--- config.mk ---
export PLATFORM = sky130hd
export DESIGN_NAME = pet_prep
export DESIGN_NICKNAME = d
export VERILOG_FILES = /design/src/pet_pkg.sv /design/src/pet_prep.sv
export SDC_FILE = /design/constraint.sdc
export NUM_CORES = 1
export LEC_CHECK = 0
export ABC_CLOCK_PERIOD_IN_PS = 8370
export BUFFER_PORTS_ARGS = -buffer_cell sky130_fd_sc_hd__buf_2
export CORE_MARGIN = 10
export CORE_UTILIZATION = 30
export CTS_CLUSTER_SIZE = 28
export DETAILED_ROUTE_END_ITERATION = 6
export PLACE_DENSITY = 0.65
export SLEW_MARGIN = 20
export SYNTH_ARGS = -nofsm -noshare
export SYNTH_HDL_FRONTEND = slang
export SYNTH_SLANG_ARGS = --single-unit
--- constraint.sdc ---
create_clock -name clk -period 8.37 [get_ports clk]
set_input_delay 2.0925 -clock clk [delete_from_list [all_inputs] [get_ports clk]]
set_output_delay 2.0925 -clock clk [all_outputs]
set_load 0.05 [all_outputs]
--- src/pet_pkg.sv ---
`timescale 1ns / 1ps
`default_nettype none
// ----------------------------------------------------------------------------
// pet_pkg
// Shared types, register indexes and the arctangent table for the pose error
// pipeline.
// ----------------------------------------------------------------------------
package pet_pkg;

  localparam int CORDIC_STAGES_DEF = 16;
  localparam int ATAN_ENTRIES      = 24;
  localparam int CFG_IDX_W         = 3;
  localparam int CFG_DATA_W        = 19;
  localparam int DIST_MAX          = 524287;

  // register indexes on the configuration port
  localparam logic [CFG_IDX_W-1:0] CFG_TARGET_X       = 3'd0;
  localparam logic [CFG_IDX_W-1:0] CFG_TARGET_Y       = 3'd1;
  localparam logic [CFG_IDX_W-1:0] CFG_TARGET_HEADING = 3'd2;
  localparam logic [CFG_IDX_W-1:0] CFG_REVERSE_DRIVE  = 3'd3;
  localparam logic [CFG_IDX_W-1:0] CFG_DIST_TOL       = 3'd4;
  localparam logic [CFG_IDX_W-1:0] CFG_ANGLE_TOL      = 3'd5;

  // atan(2^-i) as a 32-bit binary angle
  localparam logic [31:0] ATAN_TAB [ATAN_ENTRIES] = '{
    32'h20000000, 32'h12E4051E, 32'h09FB385B, 32'h051111D4,
    32'h028B0D43, 32'h0145D7E1, 32'h00A2F61E, 32'h00517C55,
    32'h0028BE53, 32'h00145F2F, 32'h000A2F98, 32'h000517CC,
    32'h00028BE6, 32'h000145F3, 32'h0000A2FA, 32'h0000517D,
    32'h000028BE, 32'h0000145F, 32'h00000A30, 32'h00000518,
    32'h0000028C, 32'h00000146, 32'h000000A3, 32'h00000051
  };

  typedef struct packed {
    logic signed [18:0] target_x;
    logic signed [18:0] target_y;
    logic        [15:0] target_heading;
    logic               reverse_drive;
    logic        [15:0] distance_tolerance;
    logic        [14:0] angle_tolerance;
  } pet_cfg_t;

  typedef struct packed {
    logic signed [31:0] x;
    logic signed [31:0] y;
    logic        [31:0] z;
  } pet_vec_t;

  typedef struct packed {
    logic        zero;
    logic        moving;
    logic [15:0] heading;
    logic [15:0] ferr;
  } pet_side_t;

endpackage
`default_nettype wire

--- src/pet_prep.sv ---
`timescale 1ns / 1ps
`default_nettype none
// ----------------------------------------------------------------------------
// pet_prep
// Forms the vector to the target, folds it into the right half plane and
// registers the heading error.
// ----------------------------------------------------------------------------
module pet_prep (
  input  wire logic               clk,
  input  wire logic               rst_n,
  input  wire logic               adv,
  input  wire logic               in_valid,
  input  wire pet_pkg::pet_cfg_t  cfg,
  input  wire logic signed [18:0] pose_x,
  input  wire logic signed [18:0] pose_y,
  input  wire logic        [15:0] pose_heading,
  input  wire logic               moving,
  output logic                    valid_o,
  output pet_pkg::pet_vec_t       vec_o,
  output pet_pkg::pet_side_t      side_o
);
  import pet_pkg::*;

  logic signed [19:0] dx;
  logic signed [19:0] dy;
  logic signed [31:0] x0;
  logic signed [31:0] y0;
  logic               valid_r;
  pet_vec_t           vec_r, vec_nxt;
  pet_side_t          side_r, side_nxt;

  always_comb begin
    dx = {cfg.target_x[18], cfg.target_x} - {pose_x[18], pose_x};
    dy = {cfg.target_y[18], cfg.target_y} - {pose_y[18], pose_y};
    x0 = {{4{dx[19]}}, dx, 8'h00};
    y0 = {{4{dy[19]}}, dy, 8'h00};
    // left half plane: rotate by pi first
    if (dx[19]) begin
      vec_nxt.x = -x0;
      vec_nxt.y = -y0;
      vec_nxt.z = 32'h80000000;
    end else begin
      vec_nxt.x = x0;
      vec_nxt.y = y0;
      vec_nxt.z = 32'h0;
    end
    side_nxt.zero    = (dx == 20'sd0) && (dy == 20'sd0);
    side_nxt.moving  = moving;
    side_nxt.heading = pose_heading;
    side_nxt.ferr    = cfg.target_heading - pose_heading;
  end

  always_ff @(posedge clk) begin
    if (!rst_n) begin
      valid_r <= 1'b0;
    end else if (adv) begin
      valid_r <= in_valid;
    end
  end

  always_ff @(posedge clk) begin
    if (adv) begin
      vec_r  <= vec_nxt;
      side_r <= side_nxt;
    end
  end

  assign valid_o = valid_r;
  assign vec_o   = vec_r;
  assign side_o  = side_r;

endmodule
`default_nettype wire

# Word-level counts from Yosys, hierarchy flattened
# Index checks and enable logic that the tools add are counted.
op_classes:
  n_addsub: 5
  reduce_logical: 3
  n_mux: 1
op_table:
  columns: ["op", "n"]
  rows:
  - ["$mux 91", 1]
  - ["$neg 28->32", 2]
  - ["$logic_not 20->1", 2]
  - ["$sub 19x19->20", 2]
  - ["$sub 16x16->16", 1]
  - ["$logic_and 1x1->1", 1]
word_totals:
  reg_bits: 131
  inputBits: 145
  word_cells: 19
  out_inout_bits: 131

# Depth between registers and ports, before layout
logic_depth:
  depth_word: 3
  ltp_mapped: 14
  ltp_nobuf: 14

# Least setup slack after synthesis
# Ideal clock, no wire load.
synth_timing:
  path_type: "input to register"
  start: "input cfg[67] (netlist name)"
  end: "register vec_r (netlist bit vec_o[90]) (data pin)"
  n_path_buf: 0
  arrival_ns: 4.961
  slack_ns: 3.145
  path_stages: 14
  setup_ns: 0.264
  cell_sequence: "inv_1 > ha_1 > inv_1 > fa_1 > a211oi_1 > o21a_1 > o31ai_1 > a21oi_1 > xor2_1 > nand4_2 > or3_4 > or4_4 > o31ai_4 > xor2_1"
synth_rtl:
  columns: ["element", "line", "rtl"]
  rows:
  - ["start: declaration", "pet_prep.sv:13", "input wire pet_pkg::pet_cfg_t cfg,"]
  - ["end signal: assignment", "pet_prep.sv:63", "vec_r <= vec_nxt;"]
  - ["end: declaration", "pet_prep.sv:29", "pet_vec_t vec_r, vec_nxt;"]

==> run metrics <==
Slew @ Worst Pin=0.715 ns; required time worst endpoint=8.53 ns; WL final=16.5 mm; Placer Congestion=0.824; fin crit share=64.5%; Clk pwr share=23.5%; Critical Path Max Stage Delay=0.59 ns; htree depth=3; top-area cell type share of the netlist area=39.4%; Layout Utilization=37.2%; Ys Warns=0; Sw Share=41.7%; synth unique cells=61; P&R area growth vs syn=23.0%; Achievable Freq=185 MHz; number of port buffers=196; Die Ht=165 um; Critical Path Sink=side_o[33]; Non-Filler Instances=1139; IO Pins=276; total CTS buffers=9; post-route ant nets=0; 1st-pass router iterations=4; Via density=4.53; Worst Clk Skew=0 ns; critical path capture point type=flop; max_cap viols=0; CP max-delay cell=nor4bb_1; # hold bufs at CTS=0; # fillers=2121; Final TNS setup=0 ns; Multi-input gate area=3330 sq um; worst-path cell chain=buf_2, inv_1, ha_1, inv_1, fa_1, a211oi_1, nor2_1, xor2_1, nor2_1, and4_1, nor4bb_1, nand2_1, nor4_1, nand2_1, nor4_1; most used flip-flop cell after synthesis=edfxtp_1; # setup viols final=0; Mapped Area=6320 sq um; Seq/Total Area, Yosys=39.7%; IR drop worst, VDD=0.0804 mV; unrepaired setup endpoints after global routing=false; slew margin rel.=52.4%; async set or reset register ratio after synthesis=0%; row count=53; Power Total=1.70 mW; Power Internal=0.992 mW; Layout Nets=1061; number of DRC markers in iteration 0=277; Die ar.=27300 sq um; RR Startpoint=valid_o; Slew Viols, Final=0; Synth Instances=651; vias in the first global route=5046; r2r worst-path depth=2; outcome=finished, final reports clean; Seq pwr share=33.8%; Crit. Startpoint=cfg[48]; clock latency on the worst-skew pair=0.33 ns; Hold WC Path Type=reg -> reg; residual DRC count=0; Routed WL per cell=14.5 um; ranking of synthesized cells by area=edfxtp_1, ha_1, xnor2_1; initial antenna violation count=1; Power Density=219 nW/um^2; layout cell share with drive strength beyond 1=26.5%; Arr. time, crit path=5.56 ns; Starting Density=30.3%; GRT Util Overall=11.2%; post-CTS sizing=0; HPWL Detailed=14.1 mm; first-pass GRT wire length=24.6 mm; final hold violation count=0; Storage cell area=2510 sq um; CTS tree=built; Max Buffers Root-to-Sink=2; CTS Root Buffer Type=clkbuf_16; core area=20900 sq um; worst r2r dst=valid_o; largest area contributor in the synthesized netlist=edfxtp_1; Yosys reg bits=84; Sink Count=84; Crit Path Class=in -> reg; Placed Cells=1122; Comb power frac=42.7%; gr ovfl total=0; Clock Pin Slew Worst Setup and Hold Paths=0.07 ns; flop-to-flop setup slack=7.78 ns; total number of vias=5160; synthesized area per cell=9.71 sq um; Period minus WS final=5.40 ns; leakage=3.54 nW; cell with the most instances after synthesis=edfxtp_1; Die X=165 um; # Post-CTS Setup Buffers=0; Worst setup SP type=input port; Post-synth top cells=edfxtp_1, inv_1, ha_1; CP max FO=4; largest net degree at the start of global routing=57; EDFF count, synth=83; Psw=0.710 mW
-- power by group through the flow --
stage	Combinational [mW]	Clock (mW)	Sequential, mW
finish	0.726	0.400	0.576
global route	0.783	0.430	0.583
CTS	0.730	0.414	0.578
detailed placement	0.729	0	0.587
global placement	0.723	0	0.585
floorplan	0.336	0	0.826
-- cells in the final DEF, fill, tap and decap left out, types with 3 or more instances in the layout --
cell,n
buf_2,195
edfxtp_1,83
inv_1,79
ha_1,55
xnor2_1,54
conb_1,51
nor2_1,50
nand2_1,36
a21oi_1,34
o21ai_0,22
xor2_1,20
o21ai_1,20
nor3_1,16
nand3_1,10
o21a_1,9
clkbuf_16,9
o31ai_1,8
nor4_1,8
nor2b_1,7
a21o_1,7
nand2b_1,7
a31oi_1,5
a211oi_1,5
a21boi_0,4
a211o_1,4
o2111ai_1,3
o21bai_1,3
or2_2,3
o31a_1,3
a311oi_1,3
fa_1,3
-- through the flow --
step           instance area (sq um)  hold WS, ns  worst slack, ns
3_5_place_dp                    7480        0.515             2.61
3_3_place_gp                    7480        0.495             2.63
6_report                        7780        0.524             2.97
2_1_floorplan                   6510        0.743             3.14
5_1_grt                         7780        0.555             2.67
4_1_cts                         7780        0.536             2.97
-- per-layer routing --
layer | global-route usage, % | part of all wire (%)
met5 | 0 | 0
met2 | 18.1 | 45
met3 | 3.15 | 8.7
met4 | 3.58 | 1.4
met1 | 14.2 | 45
-- area by class of cell --
cell class	instances	area share, %
multi-input cells	486	42.8
diodes	1	0.0322
clock buffers	9	2.90
clock inverters	7	0.949
well taps	275	4.42
inverters	80	3.86
repair buffers	197	12.7
flip-flops and latches	84	32.3
-- critical path: cells and delay by family --
| kind | cells | cell delay (ns) |
|---|---|---|
| adder cells (fa/ha/maj) | 2 | 0.57 |
| buffers and inverters | 3 | 0.20 |
| AO/OA/AOI/OAI | 1 | 0.47 |
| XOR/XNOR | 1 | 0.19 |
| AND/OR/NAND/NOR | 8 | 2.03 |
-- flip-flops by register name (all words and copies together), names as in the netlist --
| register | count |
|---|---|
| side_o | 34 |
| valid_o | 1 |
| vec_o | 49 |
-- cells by family after synthesis --
logic type,Yosys count,synth area share [%]
flip-flops,84,39.7
buffers and inverters,131,10.6
AO/OA/AOI/OAI,144,14.8
multiplexers,1,0.158
other,1,0.0593
AND/OR/NAND/NOR,157,12.4
XOR/XNOR,75,10.5
adder cells (fa/ha/maj),58,11.8
-- worst min path at each step --
stage | slack (ns) | startpoint | endpoint | depth (start not counted)
after floorplan | 0.74 | valid_o | valid_o | 2
after global placement | 0.50 | valid_o | valid_o | 2
after detailed placement | 0.52 | valid_o | valid_o | 2
after CTS | 0.54 | valid_o | valid_o | 2
after global routing | 0.56 | valid_o | valid_o | 2
final | 0.52 | valid_o | valid_o | 2
Power figures use the tool's default switching activity.
