`src/pet_pkg.sv`:
```
`timescale 1ns / 1ps
`default_nettype none
// ----------------------------------------------------------------------------
// pet_pkg
// Shared types, register indexes and the arctangent table for the pose error
// pipeline.
// ----------------------------------------------------------------------------
package pet_pkg;

  localparam int CORDIC_STAGES_DEF = 16;
  localparam int ATAN_ENTRIES      = 24;
  localparam int CFG_IDX_W         = 3;
  localparam int CFG_DATA_W        = 19;
  localparam int DIST_MAX          = 524287;

  // register indexes on the configuration port
  localparam logic [CFG_IDX_W-1:0] CFG_TARGET_X       = 3'd0;
  localparam logic [CFG_IDX_W-1:0] CFG_TARGET_Y       = 3'd1;
  localparam logic [CFG_IDX_W-1:0] CFG_TARGET_HEADING = 3'd2;
  localparam logic [CFG_IDX_W-1:0] CFG_REVERSE_DRIVE  = 3'd3;
  localparam logic [CFG_IDX_W-1:0] CFG_DIST_TOL       = 3'd4;
  localparam logic [CFG_IDX_W-1:0] CFG_ANGLE_TOL      = 3'd5;

  // atan(2^-i) as a 32-bit binary angle
  localparam logic [31:0] ATAN_TAB [ATAN_ENTRIES] = '{
    32'h20000000, 32'h12E4051E, 32'h09FB385B, 32'h051111D4,
    32'h028B0D43, 32'h0145D7E1, 32'h00A2F61E, 32'h00517C55,
    32'h0028BE53, 32'h00145F2F, 32'h000A2F98, 32'h000517CC,
    32'h00028BE6, 32'h000145F3, 32'h0000A2FA, 32'h0000517D,
    32'h000028BE, 32'h0000145F, 32'h00000A30, 32'h00000518,
    32'h0000028C, 32'h00000146, 32'h000000A3, 32'h00000051
  };

  typedef struct packed {
    logic signed [18:0] target_x;
    logic signed [18:0] target_y;
    logic        [15:0] target_heading;
    logic               reverse_drive;
    logic        [15:0] distance_tolerance;
    logic        [14:0] angle_tolerance;
  } pet_cfg_t;

  typedef struct packed {
    logic signed [31:0] x;
    logic signed [31:0] y;
    logic        [31:0] z;
  } pet_vec_t;

  typedef struct packed {
    logic        zero;
    logic        moving;
    logic [15:0] heading;
    logic [15:0] ferr;
  } pet_side_t;

endpackage
`default_nettype wire

```
`src/pet_cordic_stage.sv`:
```
`timescale 1ns / 1ps
`default_nettype none
// ----------------------------------------------------------------------------
// pet_cordic_stage
// One registered micro-rotation of the vectoring CORDIC.
// ----------------------------------------------------------------------------
module pet_cordic_stage #(
  parameter int STAGE = 0
) (
  input  wire logic               clk,
  input  wire logic               rst_n,
  input  wire logic               adv,
  input  wire logic               valid_i,
  input  wire pet_pkg::pet_vec_t  vec_i,
  input  wire pet_pkg::pet_side_t side_i,
  output logic                    valid_o,
  output pet_pkg::pet_vec_t       vec_o,
  output pet_pkg::pet_side_t      side_o
);
  import pet_pkg::*;

  logic signed [31:0] xs;
  logic signed [31:0] ys;
  logic               valid_r;
  pet_vec_t           vec_r, vec_nxt;
  pet_side_t          side_r;

  always_comb begin
    xs = vec_i.x >>> STAGE;
    ys = vec_i.y >>> STAGE;
    // drive y towards zero
    if (!vec_i.y[31]) begin
      vec_nxt.x = vec_i.x + ys;
      vec_nxt.y = vec_i.y - xs;
      vec_nxt.z = vec_i.z + ATAN_TAB[STAGE];
    end else begin
      vec_nxt.x = vec_i.x - ys;
      vec_nxt.y = vec_i.y + xs;
      vec_nxt.z = vec_i.z - ATAN_TAB[STAGE];
    end
  end

  always_ff @(posedge clk) begin
    if (!rst_n) begin
      valid_r <= 1'b0;
    end else if (adv) begin
      valid_r <= valid_i;
    end
  end

  always_ff @(posedge clk) begin
    if (adv) begin
      vec_r  <= vec_nxt;
      side_r <= side_i;
    end
  end

  assign valid_o = valid_r;
  assign vec_o   = vec_r;
  assign side_o  = side_r;

endmodule
`default_nettype wire

```
`config.mk`:
```
export PLATFORM = sky130hd
export DESIGN_NAME = pet_cordic_stage
export DESIGN_NICKNAME = d
export VERILOG_FILES = /design/src/pet_pkg.sv /design/src/pet_cordic_stage.sv
export SDC_FILE = /design/constraint.sdc
export NUM_CORES = 1
export LEC_CHECK = 0
export BUFFER_PORTS_ARGS = -buffer_cell sky130_fd_sc_hd__buf_4
export CORE_ASPECT_RATIO = 0.9
export CORE_MARGIN = 5
export CORE_UTILIZATION = 47
export DETAILED_ROUTE_END_ITERATION = 8
export PLACE_DENSITY = 0.73
export SYNTH_ARGS = -nofsm -noshare
export SYNTH_HDL_FRONTEND = slang
export SYNTH_SLANG_ARGS = --single-unit
export TNS_END_PERCENT = 100
```
`constraint.sdc`:
```
create_clock -name clk -period 3.9 [get_ports clk]
set_input_delay 0.585 -clock clk [delete_from_list [all_inputs] [get_ports clk]]
set_output_delay 0.585 -clock clk [all_outputs]
set_load 0.01 [all_outputs]
```
After elaboration in Yosys (flattened, before gate mapping)
Index checks and enable logic that the tools add are counted.
Operators by class
  $add $sub $neg: 5
  multiplexer cells: 1
Operator list (number)
  $mux 96: 1
  $sub 32x32->32: 2
  $add 32x30->32 const B: 1
  $add 32x32->32: 1
  $sub 32x30->32 const B: 1
Storage, ports and cells
  bits in registers: 131
  input bits: 134
  output and inout port bits: 131
  word-level logic and storage cells: 14

Logic depth before layout (Yosys ltp)
  depth after elaboration: 2
  mapped depth: 12
  mapped depth without buffers: 12

Worst setup path after synthesis
OpenSTA, ideal clock, no wires.
  path kind: input -> register
  start: input port vec_i[32] (netlist bit)
  end: register vec_r (netlist bit vec_o[62]) (data pin)
  library setup time: 0.271 ns
  arrival: 2.891 ns
  data required time: 3.629 ns
  slack: 0.738 ns
  cell stages on the path: 11
  path buffers: 0
  path through: ha_1 -> fa_1 -> nor2b_1 -> o21ai_0 -> a2111oi_2 -> nor3_1 -> o41ai_2 -> a211oi_2 -> o31ai_1 -> a221oi_1 -> xor2_1
RTL lines
  start: declaration: RTL line pet_cordic_stage.sv:14  | input wire pet_pkg::pet_vec_t vec_i,
  end signal: assignment: RTL line pet_cordic_stage.sv:53  | vec_r <= vec_nxt;
  end: declaration: RTL line pet_cordic_stage.sv:25  | pet_vec_t vec_r, vec_nxt;

==> results.yml <==
run_status:
  outcome: "completed"
floorplanning:
  die_ht_um: 145
  io_pins: 265
  fp.dieArea_mm2: 0.0231
  floorplan.core_area_mm2: 0.0199
  placementRows: 49
  die_w_um: 160
  initial_core_util_pct: 47.5
logic_synthesis:
  yosys_warnings: 0
  synth.lib_cells_used.distinct: 77
  ys_seq_area_share_pct: 41.1
  synth.net_count: 1195
  synth_area_per_cell_um2: 9.92
  synth.cell_area_mm2: 0.00947
  postSynthRegisterBits: 130
  netlist.top_cell.by_area: "sky130_fd_sc_hd__edfxtp_1"
  synth_edf_count: 129
  synth-main-ff-cell: "sky130_fd_sc_hd__edfxtp_1"
  ranking_of_synthesized_cells_by_area: "sky130_fd_sc_hd__edfxtp_1, sky130_fd_sc_hd__ha_1, sky130_fd_sc_hd__a21oi_1, sky130_fd_sc_hd__xnor2_1, sky130_fd_sc_hd__inv_1"
  synth-async-reset-ratio_pct: 0
  synth_common_cells: "sky130_fd_sc_hd__edfxtp_1, sky130_fd_sc_hd__a21oi_1, sky130_fd_sc_hd__ha_1"
  post-synth-top-count-cell: "sky130_fd_sc_hd__edfxtp_1"
  synthCells: 954
  post-synth-top-area-fraction_pct: 40.9
place:
  dp.final_hpwl_um: 24600
  gp_weighted_congestion: 0.947
  numPortBuffers: 264
  placement.cell_area_mm2: 0.0119
worst_hold_path:
  min_delay_worst_endpoint: "vec_o[9]$_DFFE_PP_"
  worstHoldStart: "vec_i[9]"
  worst_hold_path_type: "in -> reg"
  min_path_cells: 1
global_routing:
  grt_antenna_before_repair: 0
  first_global_vias: 8097
  grt_util_all_layers_pct: 25.4
  global_route_wire_length_before_repair_um: 45600
  grt_start_max_net_pins: 68
  globalRoute.totalOverflow: 0
finish:
  drive_gt1_share_pct: 28.3
  diodes: 0
  layout.core_utilization_pct: 63.0
  num-nets-final: 1480
  fin_area_mm2: 0.0125
  syn_to_final_growth_pct: 32.5
worst_setup_path:
  worstSetupEndpointType: "register"
  worst-setup-path-type: "in -> reg"
  crit-reg2reg-capture: "valid_o$_SDFFE_PN0P_"
  critical_path_required_ns: 4.04
  cp_data_arrival_time_ns: 3.66
  worst-r2r-setup-slack_ns: 3.30
  worstRegToRegCells: 2
  worstReg2RegStart: "valid_o$_SDFFE_PN0P_"
  cp_max_fo: 4
  cp-startpoint: "vec_i[32]"
  start_kind: "input pin"
sta:
  max-slew-margin-rel_pct: 46.2
  final_min_period_over_clock_period_pct: 90.2
  hold_violations: 0
  rsz0062_at_grt: "no"
  fin_setup_tns_ns: 0
  drv_slew: 0
  setup_viol: 0
  max_freq_ghz: 0.284
  finalWorstPathRequiredPeriod_ns: 3.52
  transition_time_at_the_pin_with_the_least_slew_margin_ns: 0.807
  final.hold.worst_slack_ns: 0.335
  timing.clock.skew_ns: 0
clock_network:
  tritoncts.num_buffers: 17
  clock_tree.root_cell: "sky130_fd_sc_hd__clkbuf_16"
  clk-insertion-delay-late_ns: 0.42
  cts-root-to-sink-buffers: 2
  htreeDepth: 4
  post_cts_buffers: 0
  cts_hold_buf: 0
  worst_setup_hold_path_clk_slew_ns: 0.07
  tritoncts_num_sinks: 130
  tritoncts: "yes"
  cts_resized: 0
detailed_routing:
  total_wirelength_um: 30800
  detail_route.drc_violations: 0
  postRouteAntennaNets: 0
  detail_route.vias_per_cell: 5.68
  detail_route.iter0.violations: 697
  vias: 8559
  detailedRoute.firstPassIterationCount: 5
  detail_route.wl_per_cell_um: 20.4
pwr:
  power_per_cell_area_mw_per_mm2: 400
  static-leakage-power_nw: 5.67
  fin_total_pwr_mw: 5.02
  vdd_drop_max_mv: 0.258
flow_run:
  max_cap_viol_count: 0
-- per-layer routing --
layer  global-route usage, %  wire length [um]
met1                    33.9             13200
met2                    41.8             14100
met3                    5.39              2640
met4                    8.13               849
met5                       0                 0
-- final cells by class --
| cell class | count | area (um2) |
|---|---|---|
| Inverter | 99 | 372 |
| Tap cell | 255 | 319 |
| Fill cell | 1689 | 7380 |
| Sequential cell | 130 | 3890 |
| Multi-Input combinational cell | 685 | 5030 |
| Timing Repair Buffer | 306 | 2320 |
| Clock inverter | 14 | 170 |
| Clock buffer | 18 | 439 |
-- power breakdown --
part | switching (mW) | internal, mW
Sequential | 0.0547 | 1.76
Clock | 0.682 | 0.983
Combinational | 0.856 | 0.680
Total | 1.59 | 3.42
-- sequential cells by signal, summed over array words and instances, names as in the netlist --
register,count
valid_o,1
vec_o,95
side_o,34
-- worst max path at each step --
stage,to,slack (ns),cells after the start
after floorplan,vec_o[62]$_DFFE_PP_,0.74,11
after global placement,vec_o[62]$_DFFE_PP_,0.15,12
after detailed placement,vec_o[62]$_DFFE_PP_,0.06,13
after CTS,vec_o[62]$_DFFE_PP_,0.51,13
after global routing,vec_o[62]$_DFFE_PP_,0.27,13
final,vec_o[62]$_DFFE_PP_,0.38,13
-- critical path, stage by stage --
cell                       delay (ns)
sky130_fd_sc_hd__buf_4           0.10
sky130_fd_sc_hd__inv_1           0.04
sky130_fd_sc_hd__ha_1            0.21
sky130_fd_sc_hd__fa_1            0.41
sky130_fd_sc_hd__nand2b_1        0.18
sky130_fd_sc_hd__a21oi_1         0.25
sky130_fd_sc_hd__o221ai_1        0.27
sky130_fd_sc_hd__a32oi_1         0.41
sky130_fd_sc_hd__a31oi_1         0.20
sky130_fd_sc_hd__o31ai_1         0.37
sky130_fd_sc_hd__a211oi_1        0.18
sky130_fd_sc_hd__a221oi_1        0.33
sky130_fd_sc_hd__xor2_1          0.12
-- cell usage in the layout, fill, tap and decap left out, types with 3 or more instances in the layout --
master                        n
sky130_fd_sc_hd__a2111o_1     3
sky130_fd_sc_hd__a2111oi_4    3
sky130_fd_sc_hd__a211o_1      5
sky130_fd_sc_hd__a211oi_1     8
sky130_fd_sc_hd__a21boi_0     4
sky130_fd_sc_hd__a21o_1      19
sky130_fd_sc_hd__a21oi_1    103
sky130_fd_sc_hd__a221oi_1     3
sky130_fd_sc_hd__a31oi_1      8
sky130_fd_sc_hd__a32oi_1      4
sky130_fd_sc_hd__and3_1       5
sky130_fd_sc_hd__buf_4      304
sky130_fd_sc_hd__clkbuf_16   17
sky130_fd_sc_hd__clkinv_4     3
sky130_fd_sc_hd__edfxtp_1   129
sky130_fd_sc_hd__fa_1         4
sky130_fd_sc_hd__ha_1       103
sky130_fd_sc_hd__inv_1       96
sky130_fd_sc_hd__inv_6        4
sky130_fd_sc_hd__inv_8        3
sky130_fd_sc_hd__mux2i_1     16
sky130_fd_sc_hd__nand2_1     37
sky130_fd_sc_hd__nand2b_1    15
sky130_fd_sc_hd__nand3_1     13
sky130_fd_sc_hd__nand4_1      9
sky130_fd_sc_hd__nor2_1      71
sky130_fd_sc_hd__nor2b_1     14
sky130_fd_sc_hd__nor3_1      16
sky130_fd_sc_hd__nor4_1       9
sky130_fd_sc_hd__o211ai_1     8
sky130_fd_sc_hd__o21a_1       4
sky130_fd_sc_hd__o21ai_0     60
sky130_fd_sc_hd__o21bai_1    15
sky130_fd_sc_hd__o31ai_1     10
sky130_fd_sc_hd__or2_2        3
sky130_fd_sc_hd__or3_1        3
sky130_fd_sc_hd__xnor2_1     53
sky130_fd_sc_hd__xor2_1      10
-- through the flow --
stage                     cells  setup WS, ns
after detailed placement   1475        0.0614
after global placement     1475         0.153
after CTS                  1507         0.507
final                      1507         0.381
after floorplan             954         0.738
after global routing       1507         0.272
-- cells by family (layout without fill, tap and decap cells) --
group                      count (synthesis)  after routing  share of synthesized area (%)
xor gates and xnor gates                  63             63                           5.83
muxes                                     16             16                           1.69
DFF                                      130            130                           41.1
adders and majority gates                107            107                           14.5
and+or+nand+nor                          206            206                           10.6
buffers and inverters                    139            437                           5.72
AOI/OAI and AO/OA                        293            293                           20.5
Power figures use the tool's default switching activity.
