===== src/pet_pkg.sv =====
`timescale 1ns / 1ps
`default_nettype none
// ----------------------------------------------------------------------------
// pet_pkg
// Shared types, register indexes and the arctangent table for the pose error
// pipeline.
// ----------------------------------------------------------------------------
package pet_pkg;

  localparam int CORDIC_STAGES_DEF = 16;
  localparam int ATAN_ENTRIES      = 24;
  localparam int CFG_IDX_W         = 3;
  localparam int CFG_DATA_W        = 19;
  localparam int DIST_MAX          = 524287;

  // register indexes on the configuration port
  localparam logic [CFG_IDX_W-1:0] CFG_TARGET_X       = 3'd0;
  localparam logic [CFG_IDX_W-1:0] CFG_TARGET_Y       = 3'd1;
  localparam logic [CFG_IDX_W-1:0] CFG_TARGET_HEADING = 3'd2;
  localparam logic [CFG_IDX_W-1:0] CFG_REVERSE_DRIVE  = 3'd3;
  localparam logic [CFG_IDX_W-1:0] CFG_DIST_TOL       = 3'd4;
  localparam logic [CFG_IDX_W-1:0] CFG_ANGLE_TOL      = 3'd5;

  // atan(2^-i) as a 32-bit binary angle
  localparam logic [31:0] ATAN_TAB [ATAN_ENTRIES] = '{
    32'h20000000, 32'h12E4051E, 32'h09FB385B, 32'h051111D4,
    32'h028B0D43, 32'h0145D7E1, 32'h00A2F61E, 32'h00517C55,
    32'h0028BE53, 32'h00145F2F, 32'h000A2F98, 32'h000517CC,
    32'h00028BE6, 32'h000145F3, 32'h0000A2FA, 32'h0000517D,
    32'h000028BE, 32'h0000145F, 32'h00000A30, 32'h00000518,
    32'h0000028C, 32'h00000146, 32'h000000A3, 32'h00000051
  };

  typedef struct packed {
    logic signed [18:0] target_x;
    logic signed [18:0] target_y;
    logic        [15:0] target_heading;
    logic               reverse_drive;
    logic        [15:0] distance_tolerance;
    logic        [14:0] angle_tolerance;
  } pet_cfg_t;

  typedef struct packed {
    logic signed [31:0] x;
    logic signed [31:0] y;
    logic        [31:0] z;
  } pet_vec_t;

  typedef struct packed {
    logic        zero;
    logic        moving;
    logic [15:0] heading;
    logic [15:0] ferr;
  } pet_side_t;

endpackage
`default_nettype wire


===== src/pet_finish.sv =====
`timescale 1ns / 1ps
`default_nettype none
// ----------------------------------------------------------------------------
// pet_finish
// Gain correction multiply, then saturation, angle wrap and arrival test into
// the output register.
// ----------------------------------------------------------------------------
module pet_finish #(
  parameter int STAGES = pet_pkg::CORDIC_STAGES_DEF
) (
  input  wire logic               clk,
  input  wire logic               rst_n,
  input  wire logic               adv,
  input  wire pet_pkg::pet_cfg_t  cfg,
  input  wire logic               valid_i,
  input  wire pet_pkg::pet_vec_t  vec_i,
  input  wire pet_pkg::pet_side_t side_i,
  output logic                    out_valid,
  output logic signed [19:0]      out_signed_distance,
  output logic        [15:0]      out_bearing_error,
  output logic        [15:0]      out_final_angle_error,
  output logic                    out_arrived
);
  import pet_pkg::*;

  // inverse CORDIC gain in Q32, trimmed for the stage count
  localparam logic [63:0] GAIN_FULL =
    64'h9B74EDA8 + (((64'h9B74EDA8 * 2) / 3) >> (2 * STAGES));
  localparam logic [31:0] GAIN = GAIN_FULL[31:0];
  localparam logic [63:0] ROUND_HALF = 64'h0000_0080_0000_0000;

  logic [30:0] x_clamp;
  logic [62:0] prod_nxt;
  logic        valid_a_r;
  logic [62:0] prod_a_r;
  logic [31:0] z_a_r;
  pet_side_t   side_a_r;

  logic [63:0] sum;
  logic [23:0] mag;
  logic [19:0] sat;
  logic [31:0] ang;
  logic [31:0] ang_rnd;
  logic [16:0] fabs;

  logic               valid_r;
  logic signed [19:0] dist_r, dist_nxt;
  logic        [15:0] berr_r, berr_nxt;
  logic        [15:0] ferr_r;
  logic               arr_r, arr_nxt;

  always_comb begin
    x_clamp  = vec_i.x[31] ? 31'd0 : vec_i.x[30:0];
    prod_nxt = 63'(x_clamp) * 63'(GAIN);
  end

  always_ff @(posedge clk) begin
    if (!rst_n) begin
      valid_a_r <= 1'b0;
      valid_r   <= 1'b0;
    end else if (adv) begin
      valid_a_r <= valid_i;
      valid_r   <= valid_a_r;
    end
  end

  always_ff @(posedge clk) begin
    if (adv) begin
      prod_a_r <= prod_nxt;
      z_a_r    <= vec_i.z;
      side_a_r <= side_i;
    end
  end

  always_comb begin
    sum      = {1'b0, prod_a_r} + ROUND_HALF;
    mag      = sum[63:40];
    sat      = (mag > 24'(DIST_MAX)) ? 20'(DIST_MAX) : mag[19:0];
    dist_nxt = cfg.reverse_drive ? -$signed(sat) : $signed(sat);
    // a zero vector has no direction: call it zero
    ang      = side_a_r.zero ? 32'h0 : z_a_r;
    if (cfg.reverse_drive) begin
      ang = ang + 32'h80000000;
    end
    ang_rnd  = ang + 32'h00008000;
    berr_nxt = ang_rnd[31:16] - side_a_r.heading;
    fabs     = side_a_r.ferr[15] ? (17'h10000 - {1'b0, side_a_r.ferr})
                                 : {1'b0, side_a_r.ferr};
    arr_nxt  = (mag < {8'd0, cfg.distance_tolerance}) &&
               (fabs < {2'b00, cfg.angle_tolerance}) && !side_a_r.moving;
  end

  always_ff @(posedge clk) begin
    if (adv) begin
      dist_r <= dist_nxt;
      berr_r <= berr_nxt;
      ferr_r <= side_a_r.ferr;
      arr_r  <= arr_nxt;
    end
  end

  assign out_valid             = valid_r;
  assign out_signed_distance   = dist_r;
  assign out_bearing_error     = berr_r;
  assign out_final_angle_error = ferr_r;
  assign out_arrived           = arr_r;

endmodule
`default_nettype wire


===== config.mk =====
export PLATFORM = sky130hd
export DESIGN_NAME = pet_finish
export DESIGN_NICKNAME = d
export VERILOG_FILES = /design/src/pet_pkg.sv /design/src/pet_finish.sv
export SDC_FILE = /design/constraint.sdc
export NUM_CORES = 1
export LEC_CHECK = 0
export ABC_AREA = 1
export BUFFER_PORTS_ARGS = -buffer_cell sky130_fd_sc_hd__buf_2
export CORE_MARGIN = 2
export CORE_UTILIZATION = 40
export CTS_BUF_LIST = sky130_fd_sc_hd__clkbuf_16
export CTS_CLUSTER_DIAMETER = 60
export DETAILED_ROUTE_END_ITERATION = 10
export PLACE_DENSITY = 0.66
export SLEW_MARGIN = 40
export SYNTH_ARGS = -nofsm -noshare
export SYNTH_HDL_FRONTEND = slang
export SYNTH_SLANG_ARGS = --single-unit

===== constraint.sdc =====
create_clock -name clk -period 9.7 [get_ports clk]
set_input_delay 1.94 -clock clk [delete_from_list [all_inputs] [get_ports clk]]
set_output_delay 1.94 -clock clk [all_outputs]
set_load 0.05 [all_outputs]

# Word-level counts from Yosys, hierarchy flattened
# Cells that the tools add are included.
dict set report totals {
  regBits 181
  elab_cells 31
}
dict set report op_classes {
  add_sub_neg 6
  n_mul 1
  n_lt_le_gt_ge 3
  muxes 6
  reduce_logical 3
}
# cell n
set ops {}
lappend ops {{adder 63 x 40 -> 64 bit (second input constant)} 1}
lappend ops {{2-to-1 mux 32 bit} 2}
lappend ops {{multiplier 31 x 29 -> 60 bit (second input constant)} 1}
lappend ops {{2-to-1 mux 20 bit} 2}
lappend ops {{adder 32 x 16 -> 32 bit (second input constant)} 1}
lappend ops {{adder 32 bit (second input constant)} 1}
lappend ops {{2-to-1 mux 31 bit} 1}
lappend ops {{greater-than comparator 24 x 19 -> 1 bit (second input constant)} 1}
lappend ops {{< comparator 24 x 16 -> 1 bit} 1}
lappend ops {{negation 20 bit} 1}
lappend ops {{< comparator 17 x 15 -> 1 bit} 1}
lappend ops {{2-to-1 mux 17 bit} 1}
lappend ops {{subtractor 17 x 16 -> 17 bit (first input constant)} 1}
lappend ops {{subtractor 16 bit} 1}
lappend ops {{logical AND 1 bit} 2}
lappend ops {{zero test 1 bit} 1}

# Logic depth before layout (Yosys ltp)
dict set report logic_depth {
  ltp_word 5
  mapped_depth 34
  depth_no_buf 34
}

# Worst setup path before layout
# OpenSTA, ideal clock, no wires.
dict set report synth_path {
  path_kind {in2reg}
  start {input vec_i[95] (netlist name)}
  end {register prod_a_r[55] (data pin)}
  setup_time_ns 0.252
  arrival_time_ns 8.585
  required_ns 9.448
  path_slack_ns 0.862
  cell_stages 30
  cell_sequence {clkbuf_1 nor2_1 inv_1 nor2_1 nor2_1 ha_1 or2_2 inv_1 fa_1 inv_1 fa_1 fa_1 fa_1 fa_1 fa_1 inv_1 fa_1 inv_1 ha_1 nand2_1 nor2_1 nand2_1 nor3_1 nand4_1 nand3_1 a21oi_1 o21ai_0 nand2_1 nand3_1 nand2_1}
}
dict set report synth_between {
  elab_chain_len 2
}
# item line
set synth_rtl {}
lappend synth_rtl {{from (decl)} pet_finish.sv:16} ;# input wire pet_pkg::pet_vec_t vec_i,
lappend synth_rtl {{2-to-1 mux 31 bit} pet_finish.sv:53} ;# x_clamp = vec_i.x[31] ? 31'd0 : vec_i.x[30:0];
lappend synth_rtl {{multiplier 31 x 29 -> 60 bit} pet_finish.sv:54} ;# prod_nxt = 63'(x_clamp) * 63'(GAIN);
lappend synth_rtl {{via prod_nxt[55]} pet_finish.sv:33} ;# logic [62:0] prod_nxt;
lappend synth_rtl {{to (signal assigned)} pet_finish.sv:69} ;# prod_a_r <= prod_nxt;
lappend synth_rtl {{to (decl)} pet_finish.sv:35} ;# logic [62:0] prod_a_r;
# The timed path passes the listed nets, and every way through them passes these cells.
# A chain may end at the register's enable or synchronous reset.

# Worst setup path after layout
dict set report layout_path {
  start {input vec_i[95] (netlist name)}
  end {register prod_a_r[52] (data pin)}
}
# Same word-level chain as after synthesis.

==> impl_metrics.py <==
metrics = {
    "sta": {
        "rsz0062_at_grt": "false",
        "skew_ps": 11.68,
        "tns_ps": 0,
        "drv_slew": 0,
        "fin_crit_ps": 9246,
        "max_clock_freq_ghz": 0.1082,
        "worstMarginPinSlew_ps": 776.5,
        "setup_viol": 0,
        "final-hold-violation-count": 0,
        "max_slew_margin_pct": 48.23,
        "fin_crit_sh_pct": 95.32,
    },
    "final_layout": {
        "n_fill_cell": 6130,
        "final_common_cell": "inv_1",
        "area_growth_pct": 11.23,
        "drive_gt1_share_pct": 9.866,
        "ff_latch_area_sq_um": 3884,
        "layout_common_cells": "836 x inv_1, 432 x fa_1, 384 x ha_1",
        "layout.nets": 4074,
        "finalCoreUtilization_pct": 45.13,
        "multi_input_area_sq_um": 18580,
    },
    "setup_path": {
        "critPathKind": "in2reg",
        "endpoint_kind": "flip-flop",
        "crit_path_start": "vec_i[95]",
        "start_kind": "input port",
        "cp_max_fo": 11,
        "crit_arrival_ps": 9410,
        "required_ps": 9870,
        "r2r_start": "side_a_r[0]$_DFFE_PP_",
    },
    "detailed_routing": {
        "drt-met1-wl_mm": 29.01,
        "wirelength_mm": 66.81,
        "drtPass1Iterations": 5,
        "drt_iter0_drc": 1071,
        "met2_length_mm": 31.95,
        "ant_nets": 0,
        "topRoutingLayerUsed": "met4",
        "via_per_inst": 4.763,
        "avgRoutedWirePerCell_um": 17.14,
        "routed-wl-met3_mm": 4.138,
        "dr_total_vias": 18570,
        "route.detailed.drc": 0,
    },
    "floorplan": {
        "start_util_pct": 40.57,
        "dieHeight_um": 257.2,
        "rows": 92,
        "coreArea_sq_um": 63200,
        "top_level_ports": 274,
        "die_w_um": 257.2,
        "dieArea_sq_um": 66140,
    },
    "synthesis": {
        "synth_seq_area_share_pct": 15.15,
        "synth_warnings": 0,
        "synthArstFlopShare_pct": 0,
        "synth_fp_nets": 3831,
        "synth_cell_type_count": 51,
        "synth_edf_count": 128,
        "yosys.area.top_type": "fa_1",
        "synthesis.area_sq_um": 25640,
        "syn_avg_cell_area_sq_um": 9.174,
        "netlist_top_cells_area": "fa_1 34%, ha_1 19%, edfxtp_1 15%",
        "ys_ff_latch": 130,
        "synth_top_area_share_pct": 33.73,
        "synthCells": 2795,
        "synth_flop_cell": "edfxtp_1",
    },
    "clock_tree": {
        "cts_htree_levels": 4,
        "clk_latency_ps": 420,
        "cts_tree": "built",
        "numCtsBuffers": 17,
        "cts.sinks": 130,
        "cts_buffer_depth": 2,
        "cts_setup_buffers": 0,
        "clkTransAtPathRegs_ps": 60,
        "root_buffer": "clkbuf_16",
    },
    "placed_design": {
        "port-buffer-count": 172,
        "dp_hpwl_mm": 60.01,
        "place.gp.congestion": 0.9616,
    },
    "grt": {
        "grt_use_total_pct": 20.90,
        "grt_overflow_total": 0,
        "grt_max_degree": 70,
        "antenna_found_initial": 0,
        "grt_pass1_wl_mm": 106.5,
        "grt_pass1_vias": 19690,
    },
    "worst_hold_path": {
        "min_from": "side_a_r[1]$_DFFE_PP_",
        "hold_class": "reg2reg",
    },
    "job": {
        "maxCapViolations": 0,
    },
    "status": {
        "status": "finished clean",
    },
}
==> critical path: stages <==
cell     delay [ps]
buf_2           190
inv_1           270
nand2_1         320
inv_1           450
ha_1            420
fa_1            550
inv_1            50
fa_1            460
fa_1            430
fa_1            540
inv_1            50
fa_1            490
fa_1            620
inv_1            80
fa_1            530
inv_1            40
ha_1            310
a21o_1          200
a31oi_1         280
o21ai_0         130
a21oi_1         280
nand3_1         220
a21oi_1         260
o21ai_0         130
xor2_1          160
==> layer usage <==
metal | global-route usage, % | vias to the layer above
met5 | 0 | -
met1 | 27.19 | 8892
met3 | 3.645 | 90
met2 | 36.01 | 525
met4 | 5.265 | 0
li1 | - | 9058
==> synth_stat cells (all sizes together) (7+ instances only) <==
cell	number
buf	7
nor4	8
a31oi	24
inv	834
ha	384
nor3	24
nor2	231
xnor2	24
xor2	71
o21ai	67
a21o	21
edfxtp	128
nand4	27
nand3	64
o21bai	8
nand2	307
fa	432
a21oi	85
==> final timing paths <==
kind                                                           end  slack (ps)  depth (start not counted)
worst max-delay path                        prod_a_r[52]$_DFFE_PP_         450                         25
worst min-delay path            out_final_angle_error[1]$_DFFE_PP_         460                          0
worst max register to register               out_arrived$_DFFE_PP_        5810                         18
worst min register to register  out_final_angle_error[1]$_DFFE_PP_         460                          0
==> area by class of cell <==
| cell class | count | area share [%] |
|---|---|---|
| diodes | 1 | 0.008774 |
| inverters | 835 | 10.99 |
| flip-flops and latches | 130 | 13.62 |
| clock inverters | 15 | 0.3641 |
| well taps | 846 | 3.711 |
| clock buffers | 17 | 1.492 |
| repair buffers | 234 | 4.672 |
| multi-input cells | 1820 | 65.15 |
==> registers in the layout, summed over array words and instances (netlist names) <==
name / count
side_a_r: 34
prod_a_r: 24
out_signed_distance: 20
z_a_r: 17
out_bearing_error: 16
out_final_angle_error: 16
out_arrived: 1
out_valid: 1
valid_a_r: 1
==> logic make-up after synthesis <==
family | after synthesis | synth area share [%]
XOR/XNOR | 95 | 3.245
AND/OR/NAND/NOR | 675 | 11.47
AO/OA/AOI/OAI | 234 | 5.265
flip-flops | 130 | 15.15
buffers and inverters | 845 | 12.41
adder cells (fa/ha/maj) | 816 | 52.47
==> per-stage QoR <==
stage	worst slack [ps]	cell area, sq um	std cells	hold WS (ps)
after detailed placement	68.05	27980	3865	433.8
after CTS	488.2	28510	3897	455.7
after floorplan	862.2	25640	2795	426.4
final	453.6	28520	3898	456.1
after global placement	71.79	27980	3865	430.8
after global routing	53.09	28520	3897	464.1
==> what timing repair did <==
item                       CTS  global route
hold buffers                 0             0
hold endpoints to repair     0             0
resized for setup            0             2
setup endpoints to repair    0             1
Power is left out: the tool's default activity adds up to more than one toggle a clock period on the data nets, which glitch-free logic cannot reach.
